==> config.mk <==
export PLATFORM = sky130hd
export DESIGN_NAME = motor_speed_pi_controller_core_flat
export DESIGN_NICKNAME = d
export VERILOG_FILES = /design/src/rtl/mspc_pkg.sv /design/src/rtl/mspc_in_if.sv /design/src/rtl/mspc_out_if.sv /design/src/rtl/mspc_cfg_if.sv /design/src/rtl/motor_speed_pi_controller_core.sv /design/src/rtl/mspc_pi_pipe.sv /design/src/rtl/mspc_result_buf.sv /design/src/flat_wrapper.sv
export SDC_FILE = /design/constraint.sdc
export NUM_CORES = 2
export LEC_CHECK = 0
export BUFFER_PORTS_ARGS = -buffer_cell sky130_fd_sc_hd__buf_2
export CORE_MARGIN = 1.5
export CORE_UTILIZATION = 35
export CTS_BUF_LIST = sky130_fd_sc_hd__clkbuf_2
export DETAILED_ROUTE_END_ITERATION = 8
export PLACE_DENSITY_LB_ADDON = 0.2
export SLEW_MARGIN = 0
export SYNTH_ARGS = -nofsm -noshare
export SYNTH_HDL_FRONTEND = slang
export SYNTH_HIERARCHICAL = 1
export SYNTH_SLANG_ARGS = --single-unit
==> constraint.sdc <==
create_clock -name clk -period 14.68 [get_ports clk]
set_input_delay 0.734 -clock clk [delete_from_list [all_inputs] [get_ports clk]]
set_output_delay 0.734 -clock clk [all_outputs]
set_load 0.02 [all_outputs]
==> src/rtl/mspc_pkg.sv <==
`timescale 1ns / 1ps
// Shared widths, codes, result word layout and constants of the motor speed PI controller.
package mspc_pkg;

	localparam int PULSE_COUNT_BITS_DEF = 16;

	localparam int DUTY_W     = 20;
	localparam int SPEED_W    = 23;
	localparam int TSTEP_W    = 16;
	localparam int RPM_W      = 10;
	localparam int GAIN_W     = 8;
	localparam int ESUM_W     = 21;
	localparam int ADJ_W      = 26;
	localparam int CFG_IDX_W  = 3;
	localparam int CFG_DATA_W = 20;

	localparam logic [DUTY_W-1:0]  DUTY_MAX  = 20'd1000000;
	localparam logic [SPEED_W-1:0] SPEED_MAX = 23'h7FFFFF;

	localparam logic [30:0] DIV100_MAGIC = 31'h51EB851F;
	localparam int          DIV100_SHIFT = 37;

	localparam logic [1:0] EVT_EDGE = 2'd0;
	localparam logic [1:0] EVT_TICK = 2'd1;
	localparam logic [1:0] EVT_BYTE = 2'd2;

	localparam logic [CFG_IDX_W-1:0] CFG_START_DUTY  = 3'd0;
	localparam logic [CFG_IDX_W-1:0] CFG_DUTY_STEP   = 3'd1;
	localparam logic [CFG_IDX_W-1:0] CFG_TARGET_STEP = 3'd2;
	localparam logic [CFG_IDX_W-1:0] CFG_RPM_PULSE   = 3'd3;
	localparam logic [CFG_IDX_W-1:0] CFG_INT_LIMIT   = 3'd4;
	localparam logic [CFG_IDX_W-1:0] CFG_PROP_GAIN   = 3'd5;
	localparam logic [CFG_IDX_W-1:0] CFG_INT_GAIN    = 3'd6;

	localparam logic [7:0] CH_START  = 8'h73;
	localparam logic [7:0] CH_STOP   = 8'h78;
	localparam logic [7:0] CH_DIR_C  = 8'h63;
	localparam logic [7:0] CH_DIR_V  = 8'h76;
	localparam logic [7:0] CH_FASTER = 8'h66;
	localparam logic [7:0] CH_SLOWER = 8'h64;
	localparam logic [7:0] CH_AUTO   = 8'h61;
	localparam logic [7:0] CH_MANUAL = 8'h6D;
	localparam logic [7:0] CH_PLUS   = 8'h2B;
	localparam logic [7:0] CH_MINUS  = 8'h2D;

	typedef struct packed {
		logic               master_enable;
		logic               dir_a;
		logic               dir_b;
		logic [DUTY_W-1:0]  duty;
		logic [SPEED_W-1:0] measured_rpm;
		logic [SPEED_W-1:0] target_speed;
		logic               auto_active;
	} result_t;

	typedef struct packed {
		logic                     busy;
		logic                     valid;
		logic                     pi_en;
		logic [SPEED_W-1:0]       speed;
		logic signed [ESUM_W-1:0] esum;
		logic signed [ADJ_W-1:0]  adj;
	} tick_res_t;

endpackage

==> src/rtl/mspc_in_if.sv <==
`timescale 1ns / 1ps
// Event channel: sensor edge, period tick or command byte.
interface mspc_in_if;
	logic       valid;
	logic       ready;
	logic [1:0] cmd;
	logic [7:0] command_byte;

	modport source (output valid, output cmd, output command_byte, input ready);
	modport sink (input valid, input cmd, input command_byte, output ready);
endinterface

==> src/rtl/mspc_out_if.sv <==
`timescale 1ns / 1ps
// Status channel: driver lines, duty, speed, target and mode after each event.
interface mspc_out_if;
	logic                        valid;
	logic                        ready;
	logic                        master_enable;
	logic                        dir_a;
	logic                        dir_b;
	logic [mspc_pkg::DUTY_W-1:0]  duty;
	logic [mspc_pkg::SPEED_W-1:0] measured_rpm;
	logic [mspc_pkg::SPEED_W-1:0] target_speed;
	logic                        auto_active;

	modport source (output valid, output master_enable, output dir_a, output dir_b,
		output duty, output measured_rpm, output target_speed, output auto_active,
		input ready);
	modport sink (input valid, input master_enable, input dir_a, input dir_b,
		input duty, input measured_rpm, input target_speed, input auto_active,
		output ready);
endinterface

==> src/rtl/mspc_cfg_if.sv <==
`timescale 1ns / 1ps
// Configuration write channel: register index and write data.
interface mspc_cfg_if;
	logic                           valid;
	logic                           ready;
	logic [mspc_pkg::CFG_IDX_W-1:0]  index;
	logic [mspc_pkg::CFG_DATA_W-1:0] data;

	modport source (output valid, output index, output data, input ready);
	modport sink (input valid, input index, input data, output ready);
endinterface

==> src/rtl/motor_speed_pi_controller_core.sv <==
`timescale 1ns / 1ps
// Top level of the motor speed PI controller.
//
// evt carries one event word: cmd 0 is a sensor rising edge, 1 a control period
// tick, 2 a command byte in command_byte; cmd 3 changes no state. Every accepted event
// gives one word on sts with the driver lines, applied duty, measured speed,
// target and mode after the update. cfg writes the seven registers by index;
// an index beyond the list is dropped. Write cfg only while no event is in flight.
//
// Edges and command bytes may follow back to back; their word enters the result
// buffer on acceptance and shows on sts once the words ahead of it are taken. A
// tick's word passes the registers behind the speed multiplier, the PI gain
// multipliers and the divide-by-100 multiplier before it enters the buffer;
// evt.ready is low meanwhile.
//
// Results pass through a two-word buffer, so events are still accepted while a
// word waits on a stalled sts; with both words waiting evt.ready drops.
// Reset restores the register defaults, clears all motor state and empties the
// buffer; evt.ready is high as soon as reset is released.
module motor_speed_pi_controller_core #(
	parameter int PULSE_COUNT_BITS = mspc_pkg::PULSE_COUNT_BITS_DEF
) (
	input  logic      clk,
	input  logic      arst_n,
	mspc_in_if.sink   evt,
	mspc_out_if.source sts,
	mspc_cfg_if.sink  cfg
);
	import mspc_pkg::*;

	localparam int PROD_W = PULSE_COUNT_BITS + RPM_W;
	localparam int SP_W   = (PROD_W > SPEED_W) ? PROD_W : SPEED_W + 1;

	logic [DUTY_W-1:0]  start_duty_q, duty_step_q, int_limit_q;
	logic [TSTEP_W-1:0] target_step_q;
	logic [RPM_W-1:0]   rpm_q;
	logic [GAIN_W-1:0]  kp_q, ki_q;

	logic [PULSE_COUNT_BITS-1:0] pulse_q, pulse_d;
	logic [SPEED_W-1:0]          speed_q, speed_d;
	logic [SPEED_W-1:0]          target_q, target_d;
	logic [DUTY_W-1:0]           manual_q, manual_d;
	logic [DUTY_W-1:0]           applied_q, applied_d;
	logic signed [ESUM_W-1:0]    esum_q, esum_d;
	logic                        auto_q, auto_d;
	logic                        en_q, en_d;
	logic                        dira_q, dira_d;
	logic                        dirb_q, dirb_d;

	logic               v_s1, pi_en_s1;
	logic [SPEED_W-1:0] speed_s1;

	tick_res_t tick;
	logic      accept, accept_tick, push, buf_full;
	result_t   push_word;

	logic [SP_W-1:0]         prod;
	logic [SPEED_W-1:0]      speed_sat;
	logic signed [27:0]      lvl_step;
	logic [SPEED_W:0]        tgt_sum;
	logic [SPEED_W-1:0]      tstep_ext;
	logic [DUTY_W-1:0]       start_clamped;

	function automatic logic [DUTY_W-1:0] sat_level(input logic signed [27:0] v);
		if (v > $signed({8'b0, DUTY_MAX})) begin
			return DUTY_MAX;
		end else if (v < 0) begin
			return '0;
		end else begin
			return DUTY_W'(v);
		end
	endfunction

	assign cfg.ready   = 1'b1;
	assign evt.ready   = !v_s1 && !tick.busy && !buf_full;
	assign accept      = evt.valid && evt.ready;
	assign accept_tick = accept && (evt.cmd == EVT_TICK);
	assign push        = (accept && (evt.cmd != EVT_TICK)) || tick.valid;

	always_ff @(posedge clk or negedge arst_n) begin
		if (!arst_n) begin
			start_duty_q  <= 20'd300000;
			duty_step_q   <= 20'd50000;
			target_step_q <= 16'd100;
			rpm_q         <= 10'd80;
			int_limit_q   <= 20'd500000;
			kp_q          <= 8'd5;
			ki_q          <= 8'd1;
		end else if (cfg.valid && cfg.ready) begin
			unique case (cfg.index)
				CFG_START_DUTY:  start_duty_q  <= cfg.data;
				CFG_DUTY_STEP:   duty_step_q   <= cfg.data;
				CFG_TARGET_STEP: target_step_q <= cfg.data[TSTEP_W-1:0];
				CFG_RPM_PULSE:   rpm_q         <= cfg.data[RPM_W-1:0];
				CFG_INT_LIMIT:   int_limit_q   <= cfg.data;
				CFG_PROP_GAIN:   kp_q          <= cfg.data[GAIN_W-1:0];
				CFG_INT_GAIN:    ki_q          <= cfg.data[GAIN_W-1:0];
				default: ;
			endcase
		end
	end

	always_comb begin
		prod      = SP_W'(pulse_q) * SP_W'(rpm_q);
		speed_sat = (prod > SP_W'(SPEED_MAX)) ? SPEED_MAX : SPEED_W'(prod);
	end

	always_ff @(posedge clk or negedge arst_n) begin
		if (!arst_n) begin
			v_s1 <= 1'b0;
		end else begin
			v_s1 <= accept_tick;
		end
	end

	always_ff @(posedge clk) begin
		speed_s1 <= speed_sat;
		pi_en_s1 <= auto_q && (target_q != '0);
	end

	mspc_pi_pipe u_pi (
		.clk    (clk),
		.arst_n (arst_n),
		.start  (v_s1),
		.pi_en  (pi_en_s1),
		.speed  (speed_s1),
		.target (target_q),
		.esum   (esum_q),
		.limit  (int_limit_q),
		.kp     (kp_q),
		.ki     (ki_q),
		.res    (tick)
	);

	always_comb begin
		pulse_d   = pulse_q;
		speed_d   = speed_q;
		target_d  = target_q;
		manual_d  = manual_q;
		applied_d = applied_q;
		esum_d    = esum_q;
		auto_d    = auto_q;
		en_d      = en_q;
		dira_d    = dira_q;
		dirb_d    = dirb_q;

		start_clamped = (start_duty_q > DUTY_MAX) ? DUTY_MAX : start_duty_q;
		tstep_ext     = SPEED_W'(target_step_q);
		tgt_sum       = {1'b0, target_q} + {1'b0, tstep_ext};
		lvl_step      = (evt.command_byte == CH_FASTER)
			? $signed({8'b0, manual_q}) + $signed({8'b0, duty_step_q})
			: $signed({8'b0, manual_q}) - $signed({8'b0, duty_step_q});

		if (tick.valid) begin
			speed_d = tick.speed;
			if (tick.pi_en) begin
				esum_d    = tick.esum;
				applied_d = sat_level($signed({8'b0, applied_q})
					+ $signed({{(28-ADJ_W){tick.adj[ADJ_W-1]}}, tick.adj}));
			end
		end else if (accept) begin
			case (evt.cmd)
				EVT_EDGE: begin
					if (pulse_q != {PULSE_COUNT_BITS{1'b1}}) pulse_d = pulse_q + 1'b1;
				end
				EVT_TICK: begin
					pulse_d = '0;
				end
				EVT_BYTE: begin
					case (evt.command_byte)
						CH_START: begin
							en_d      = 1'b1;
							auto_d    = 1'b0;
							manual_d  = start_clamped;
							applied_d = start_clamped;
						end
						CH_STOP: begin
							pulse_d   = '0;
							speed_d   = '0;
							target_d  = '0;
							manual_d  = '0;
							applied_d = '0;
							esum_d    = '0;
							auto_d    = 1'b0;
							en_d      = 1'b0;
							dira_d    = 1'b0;
							dirb_d    = 1'b0;
						end
						CH_DIR_C: begin
							dira_d = 1'b0;
							dirb_d = 1'b1;
						end
						CH_DIR_V: begin
							dira_d = 1'b1;
							dirb_d = 1'b0;
						end
						CH_FASTER, CH_SLOWER: begin
							if (!auto_q) begin
								manual_d  = sat_level(lvl_step);
								applied_d = sat_level(lvl_step);
							end
						end
						CH_AUTO: begin
							auto_d   = 1'b1;
							target_d = speed_q;
							esum_d   = '0;
						end
						CH_MANUAL: begin
							auto_d   = 1'b0;
							manual_d = applied_q;
						end
						CH_PLUS: begin
							if (auto_q) begin
								target_d = tgt_sum[SPEED_W] ? SPEED_MAX : tgt_sum[SPEED_W-1:0];
							end
						end
						CH_MINUS: begin
							if (auto_q) begin
								target_d = (target_q > tstep_ext) ? target_q - tstep_ext : '0;
							end
						end
						default: ;
					endcase
				end
				default: ;
			endcase
		end
	end

	always_ff @(posedge clk or negedge arst_n) begin
		if (!arst_n) begin
			pulse_q   <= '0;
			speed_q   <= '0;
			target_q  <= '0;
			manual_q  <= '0;
			applied_q <= '0;
			esum_q    <= '0;
			auto_q    <= 1'b0;
			en_q      <= 1'b0;
			dira_q    <= 1'b0;
			dirb_q    <= 1'b0;
		end else begin
			pulse_q   <= pulse_d;
			speed_q   <= speed_d;
			target_q  <= target_d;
			manual_q  <= manual_d;
			applied_q <= applied_d;
			esum_q    <= esum_d;
			auto_q    <= auto_d;
			en_q      <= en_d;
			dira_q    <= dira_d;
			dirb_q    <= dirb_d;
		end
	end

	always_comb begin
		push_word.master_enable = en_d;
		push_word.dir_a         = dira_d;
		push_word.dir_b         = dirb_d;
		push_word.duty          = applied_d;
		push_word.measured_rpm  = speed_d;
		push_word.target_speed  = target_d;
		push_word.auto_active   = auto_d;
	end

	mspc_result_buf u_buf (
		.clk       (clk),
		.arst_n    (arst_n),
		.push      (push),
		.push_word (push_word),
		.full      (buf_full),
		.sts       (sts)
	);

endmodule

==> src/rtl/mspc_pi_pipe.sv <==
`timescale 1ns / 1ps
// PI step pipeline: error, clamped integral, gain products and division by 100.
module mspc_pi_pipe (
	input  logic                               clk,
	input  logic                               arst_n,
	input  logic                               start,
	input  logic                               pi_en,
	input  logic [mspc_pkg::SPEED_W-1:0]       speed,
	input  logic [mspc_pkg::SPEED_W-1:0]       target,
	input  logic signed [mspc_pkg::ESUM_W-1:0] esum,
	input  logic [mspc_pkg::DUTY_W-1:0]        limit,
	input  logic [mspc_pkg::GAIN_W-1:0]        kp,
	input  logic [mspc_pkg::GAIN_W-1:0]        ki,
	output mspc_pkg::tick_res_t                res
);
	import mspc_pkg::*;

	logic                     v_s2, v_s3;
	logic                     pi_en_s2, pi_en_s3;
	logic [SPEED_W-1:0]       speed_s2, speed_s3;
	logic signed [ESUM_W-1:0] esum_s2, esum_s3;
	logic signed [32:0]       p_s2;
	logic signed [29:0]       i_s2;
	logic signed [ADJ_W-1:0]  adj_s3;

	logic signed [SPEED_W:0]   err;
	logic signed [SPEED_W+1:0] sum_raw;
	logic signed [SPEED_W+1:0] lim_s;
	logic signed [ESUM_W-1:0]  sum_clamped;
	logic signed [33:0]        num;
	logic [31:0]               mag;
	logic [62:0]               recip;
	logic [ADJ_W-1:0]          quot;

	always_comb begin
		err     = $signed({1'b0, target}) - $signed({1'b0, speed});
		sum_raw = $signed({{(SPEED_W+2-ESUM_W){esum[ESUM_W-1]}}, esum})
			+ $signed({err[SPEED_W], err});
		lim_s   = $signed({{(SPEED_W+2-DUTY_W){1'b0}}, limit});
		if (sum_raw > lim_s) begin
			sum_clamped = ESUM_W'(lim_s);
		end else if (sum_raw < -lim_s) begin
			sum_clamped = ESUM_W'(-lim_s);
		end else begin
			sum_clamped = ESUM_W'(sum_raw);
		end
	end

	always_comb begin
		num   = $signed({p_s2[32], p_s2}) + $signed({{4{i_s2[29]}}, i_s2});
		mag   = num[33] ? 32'(-num) : 32'(num);
		recip = {31'b0, mag} * {32'b0, DIV100_MAGIC};
		quot  = ADJ_W'(recip >> DIV100_SHIFT);
	end

	always_ff @(posedge clk or negedge arst_n) begin
		if (!arst_n) begin
			v_s2 <= 1'b0;
			v_s3 <= 1'b0;
		end else begin
			v_s2 <= start;
			v_s3 <= v_s2;
		end
	end

	always_ff @(posedge clk) begin
		pi_en_s2 <= pi_en;
		speed_s2 <= speed;
		esum_s2  <= sum_clamped;
		p_s2     <= $signed({1'b0, kp}) * err;
		i_s2     <= $signed({1'b0, ki}) * sum_clamped;
		pi_en_s3 <= pi_en_s2;
		speed_s3 <= speed_s2;
		esum_s3  <= esum_s2;
		adj_s3   <= num[33] ? -$signed(quot) : $signed(quot);
	end

	always_comb begin
		res.busy  = v_s2 | v_s3;
		res.valid = v_s3;
		res.pi_en = pi_en_s3;
		res.speed = speed_s3;
		res.esum  = esum_s3;
		res.adj   = adj_s3;
	end

endmodule

==> src/rtl/mspc_result_buf.sv <==
`timescale 1ns / 1ps
// Two-word result buffer in front of the status channel.
module mspc_result_buf (
	input  logic              clk,
	input  logic              arst_n,
	input  logic              push,
	input  mspc_pkg::result_t push_word,
	output logic              full,
	mspc_out_if.source        sts
);
	import mspc_pkg::*;

	result_t    ent_q [2];
	logic       wr_ptr_q, rd_ptr_q;
	logic [1:0] cnt_q;
	logic       pop;
	result_t    head;

	assign pop  = sts.valid && sts.ready;
	assign full = cnt_q[1];
	assign head = ent_q[rd_ptr_q];

	always_ff @(posedge clk or negedge arst_n) begin
		if (!arst_n) begin
			wr_ptr_q <= 1'b0;
			rd_ptr_q <= 1'b0;
			cnt_q    <= 2'd0;
		end else begin
			if (push) wr_ptr_q <= ~wr_ptr_q;
			if (pop) rd_ptr_q <= ~rd_ptr_q;
			cnt_q <= cnt_q + {1'b0, push} - {1'b0, pop};
		end
	end

	always_ff @(posedge clk) begin
		if (push) ent_q[wr_ptr_q] <= push_word;
	end

	always_comb begin
		sts.valid         = cnt_q != 2'd0;
		sts.master_enable = head.master_enable;
		sts.dir_a         = head.dir_a;
		sts.dir_b         = head.dir_b;
		sts.duty          = head.duty;
		sts.measured_rpm  = head.measured_rpm;
		sts.target_speed  = head.target_speed;
		sts.auto_active   = head.auto_active;
	end

endmodule

==> src/flat_wrapper.sv <==
// flat-port wrapper written by rule: the top's interface ports become plain ports
module motor_speed_pi_controller_core_flat import mspc_pkg::*;
#(
	parameter int PULSE_COUNT_BITS = mspc_pkg::PULSE_COUNT_BITS_DEF
)
  (clk, arst_n, evt_valid, evt_cmd, evt_command_byte, evt_ready, sts_valid, sts_master_enable, sts_dir_a, sts_dir_b, sts_duty, sts_measured_rpm, sts_target_speed, sts_auto_active, sts_ready, cfg_valid, cfg_index, cfg_data, cfg_ready);
  mspc_in_if evt_i ();
  mspc_out_if sts_i ();
  mspc_cfg_if cfg_i ();
  input  logic clk;
  input  logic arst_n;
  input wire logic [$bits(evt_i.valid)-1:0] evt_valid;
  input wire logic [$bits(evt_i.cmd)-1:0] evt_cmd;
  input wire logic [$bits(evt_i.command_byte)-1:0] evt_command_byte;
  output wire logic [$bits(evt_i.ready)-1:0] evt_ready;
  output wire logic [$bits(sts_i.valid)-1:0] sts_valid;
  output wire logic [$bits(sts_i.master_enable)-1:0] sts_master_enable;
  output wire logic [$bits(sts_i.dir_a)-1:0] sts_dir_a;
  output wire logic [$bits(sts_i.dir_b)-1:0] sts_dir_b;
  output wire logic [$bits(sts_i.duty)-1:0] sts_duty;
  output wire logic [$bits(sts_i.measured_rpm)-1:0] sts_measured_rpm;
  output wire logic [$bits(sts_i.target_speed)-1:0] sts_target_speed;
  output wire logic [$bits(sts_i.auto_active)-1:0] sts_auto_active;
  input wire logic [$bits(sts_i.ready)-1:0] sts_ready;
  input wire logic [$bits(cfg_i.valid)-1:0] cfg_valid;
  input wire logic [$bits(cfg_i.index)-1:0] cfg_index;
  input wire logic [$bits(cfg_i.data)-1:0] cfg_data;
  output wire logic [$bits(cfg_i.ready)-1:0] cfg_ready;
  assign evt_i.valid = evt_valid;
  assign evt_i.cmd = evt_cmd;
  assign evt_i.command_byte = evt_command_byte;
  assign evt_ready = evt_i.ready;
  assign sts_valid = sts_i.valid;
  assign sts_master_enable = sts_i.master_enable;
  assign sts_dir_a = sts_i.dir_a;
  assign sts_dir_b = sts_i.dir_b;
  assign sts_duty = sts_i.duty;
  assign sts_measured_rpm = sts_i.measured_rpm;
  assign sts_target_speed = sts_i.target_speed;
  assign sts_auto_active = sts_i.auto_active;
  assign sts_i.ready = sts_ready;
  assign cfg_i.valid = cfg_valid;
  assign cfg_i.index = cfg_index;
  assign cfg_i.data = cfg_data;
  assign cfg_ready = cfg_i.ready;
  motor_speed_pi_controller_core #(.PULSE_COUNT_BITS(PULSE_COUNT_BITS)) u_core (.clk(clk), .arst_n(arst_n), .evt(evt_i), .sts(sts_i), .cfg(cfg_i));
endmodule
==> run metrics <==
total wire length 212000 µm; nets between 9000 and 10000; number of CTS-inserted buffers ~160; status finished, final reports clean; Clock Skew roughly 130 ps; Worst EP required roughly 16000 ps; multi-input logic area 48200 µm²; FMAX 0.0737 GHz; Worst Path Arrival between 10000 and 15000 ps; layout cells sized above 1 0.0978; RSZ-0062 raised after global routing false; clk buf depth 3; synth warn 6; sequential share of the synthesized area 0.208; die area between 150000 and 200000 µm²; vias in the first global route approximately 54000; Initial Utilization 0.351; GR Util All Layers 0.215; Routed Antenna Nets 0; most frequent cells in the layout inv_1, ha_1, fa_1; cell taking the most area after synthesis fa_1; I/O pins 111; Final Max Slew Viols 0; CP Launch Type flop; gr ovfl total 0; Vias 52692; area share of the largest cell type after synthesis 0.222; Worst-Margin Slew 1260 ps; Fin. Hold Viols 0; initial DRC count ~3300; Die Wd 445 µm; post-route setup TNS 0 ps; crit path kind flop to flop; Max Cap Viol 0; slowest CP cell o2bb2ai_1; CP dominant cell by count inv_1; post-DP HPWL ~170000 µm; Final Cell Area roughly 74000 µm²; asr flop ratio synth 0.408; Final min period between 10000 and 15000 ps; initial antenna violation count 25; FILL cells 19977; utilization after layout 0.381; HP Class primary input to flop; CTS root buffer clkbuf_2; Distinct cells, synth roughly 130; IO buf count between 100 and 150; Worst Path Buf+Inv 7; Cell Rows around 160; ys flop type dfrtp_1; slew margin rel. 0.161; Setup violations, final 0; Avg Inst Size Synth roughly 9.4 µm²; H-Tree Level Count 4; CTS sink count 579; GP Congestion about 0.98; Synth Cell Area 68400 µm²; Post-route DRC 0; TritonCTS clock tree done; Via density slightly above 5; most common cell after layout, fill and taps aside inv_1; register area 14200 µm²; placed inst area approximately 72000 µm²; Die H approximately 440 µm; largest net degree at the start of global routing between 60 and 70; leading post-synthesis cells by cell area fa_1, ha_1, dfrtp_1; clock-pin transition on the worst setup and hold timing paths ~130 ps; CP endpoint kind flop; Synth Register Bits about 580; final hold slack approximately 240 ps; first-pass GRT wire length roughly 330000 µm; Cells after Synth ~7300; number of flops mapped to enable cells by yosys between 100 and 150; ratio of final minimum period to clock period 0.925; worst-path maximum fanout 36; core box area just under 200000 µm²; CP top delay family compound AO/OA/AOI/OAI gates; Area Overhead vs Synth 8.44%; DRT Pass-1 Iters 6; Clock Latency Late Sink ~1500 ps; synthesized netlist net count a little under 9000; Worst path max stage delay between 700 and 800 ps; Wirelength per Cell 20.8 µm
==> area by class of cell <==
type | instances | area share
well taps | 2542 | 0.0429
clock buffers | 243 | 0.0164
diodes | 14 | 0.000473
repair buffers | 262 | 0.0258
multi-input cells | 5165 | 0.651
flip-flops and latches | 579 | 0.192
clock inverters | 55 | 0.00422
inverters | 1337 | 0.0677
==> kinds of logic (layout without fill, tap and decap cells) <==
family          after synthesis  after routing  share of synthesized area
mux                         200            200                     0.0356
simple gates               1755           1755                      0.129
buf+inv                    1557           1897                     0.0881
xor+xnor                    319            319                     0.0418
compound gates             1335           1335                      0.130
fa+ha+maj                  1555           1555                      0.368
flops                       579            579                      0.208
other cells                   1             15                  0.0000549
==> routing by layer <==
metal | GRT usage | vias up | part of all wire
met2 | 0.358 | 1329 | 0.47
li1 | - | 24823 | -
met4 | 0.0506 | 0 | 0.021
met5 | 0 | - | 0
met1 | 0.294 | 26312 | 0.46
met3 | 0.0278 | 228 | 0.046
==> tightest hold or removal path: stages <==
cell           delay [ps]
dlygate4sd3_1         530
buf_2                 240
nand2_1               100
o21ai_0                70
==> synthesized netlist by cell type, types with 53 or more instances <==
cell type / instances
and3_1: 57
clkbuf_1: 180
fa_1: 757
nand2_1: 474
a211oi_1: 69
dfrtp_1: 207
nor2_1: 392
xnor2_1: 229
mux2i_1: 60
and2_1: 302
edfxtp_1: 140
o21ai_0: 261
a21oi_1: 362
mux2_2: 71
dfxtp_1: 203
nand4_1: 54
ha_1: 796
a21o_1: 101
xor2_1: 83
mux2_4: 69
a31oi_1: 58
nand3_1: 98
nor2b_1: 55
inv_1: 1332
nor3_1: 98
o21a_1: 53
==> registers in the layout, indices dropped and copies added (netlist names), 10 cells and up <==
| register | count |
|---|---|
| u_core/u_buf/ent_q | 140 |
| u_core/u_pi/p_s2 | 33 |
| u_core/u_pi/i_s2 | 30 |
| u_core/u_pi/adj_s3 | 26 |
| u_core/speed_q | 23 |
| u_core/speed_s1 | 23 |
| u_core/target_q | 23 |
| u_core/u_pi/speed_s2 | 23 |
| u_core/u_pi/speed_s3 | 23 |
| u_core/esum_q | 21 |
| u_core/u_pi/esum_s2 | 21 |
| u_core/u_pi/esum_s3 | 21 |
| u_core/applied_q | 20 |
| u_core/duty_step_q | 20 |
| u_core/int_limit_q | 20 |
| u_core/manual_q | 20 |
| u_core/start_duty_q | 20 |
| u_core/pulse_q | 16 |
| u_core/target_step_q | 16 |
| u_core/rpm_q | 10 |
==> metrics by stage <==
step,cells,worst slack [ps]
after floorplan,7301,3330
after global placement,9808,1560
after detailed placement,9808,1210
after CTS,10183,1070
after global routing,10190,90.2
final,10197,1100
==> worst paths after layout <==
path | from | endpoint | slack, ps | depth (start not counted)
max | u_core/target_q[0]$_DFF_PN0_ | u_core/u_pi/i_s2[28]$_DFF_P_ | 1100 | 50
min | cfg_data[17] | u_core/duty_step_q[17]$_DFFE_PN0P_ | 240 | 4
max reg2reg | u_core/target_q[0]$_DFF_PN0_ | u_core/u_pi/i_s2[28]$_DFF_P_ | 1100 | 50
min reg2reg | u_core/speed_s1[2]$_SDFF_PN1_ | u_core/u_pi/speed_s2[2]$_DFF_P_ | 260 | 0
max in group asynchronous | arst_n | u_core/u_buf/rd_ptr_q$_DFFE_PN0P_ | 13280 | 4
min in group asynchronous | arst_n | u_core/rpm_q[5]$_DFFE_PN0P_ | 350 | 4
==> repair_timing <==
| action | in CTS | in global routing |
|---|---|---|
| hold endpoints to repair | 468 | 0 |
| resized for setup | 0 | 3 |
| hold buffers | 77 | 0 |
| setup buffers | 0 | 0 |
| endpoints found under the setup margin | 0 | 3 |
Power is left out: the tool's default activity adds up to more than one toggle a clock period on the data nets, which glitch-free logic cannot reach.
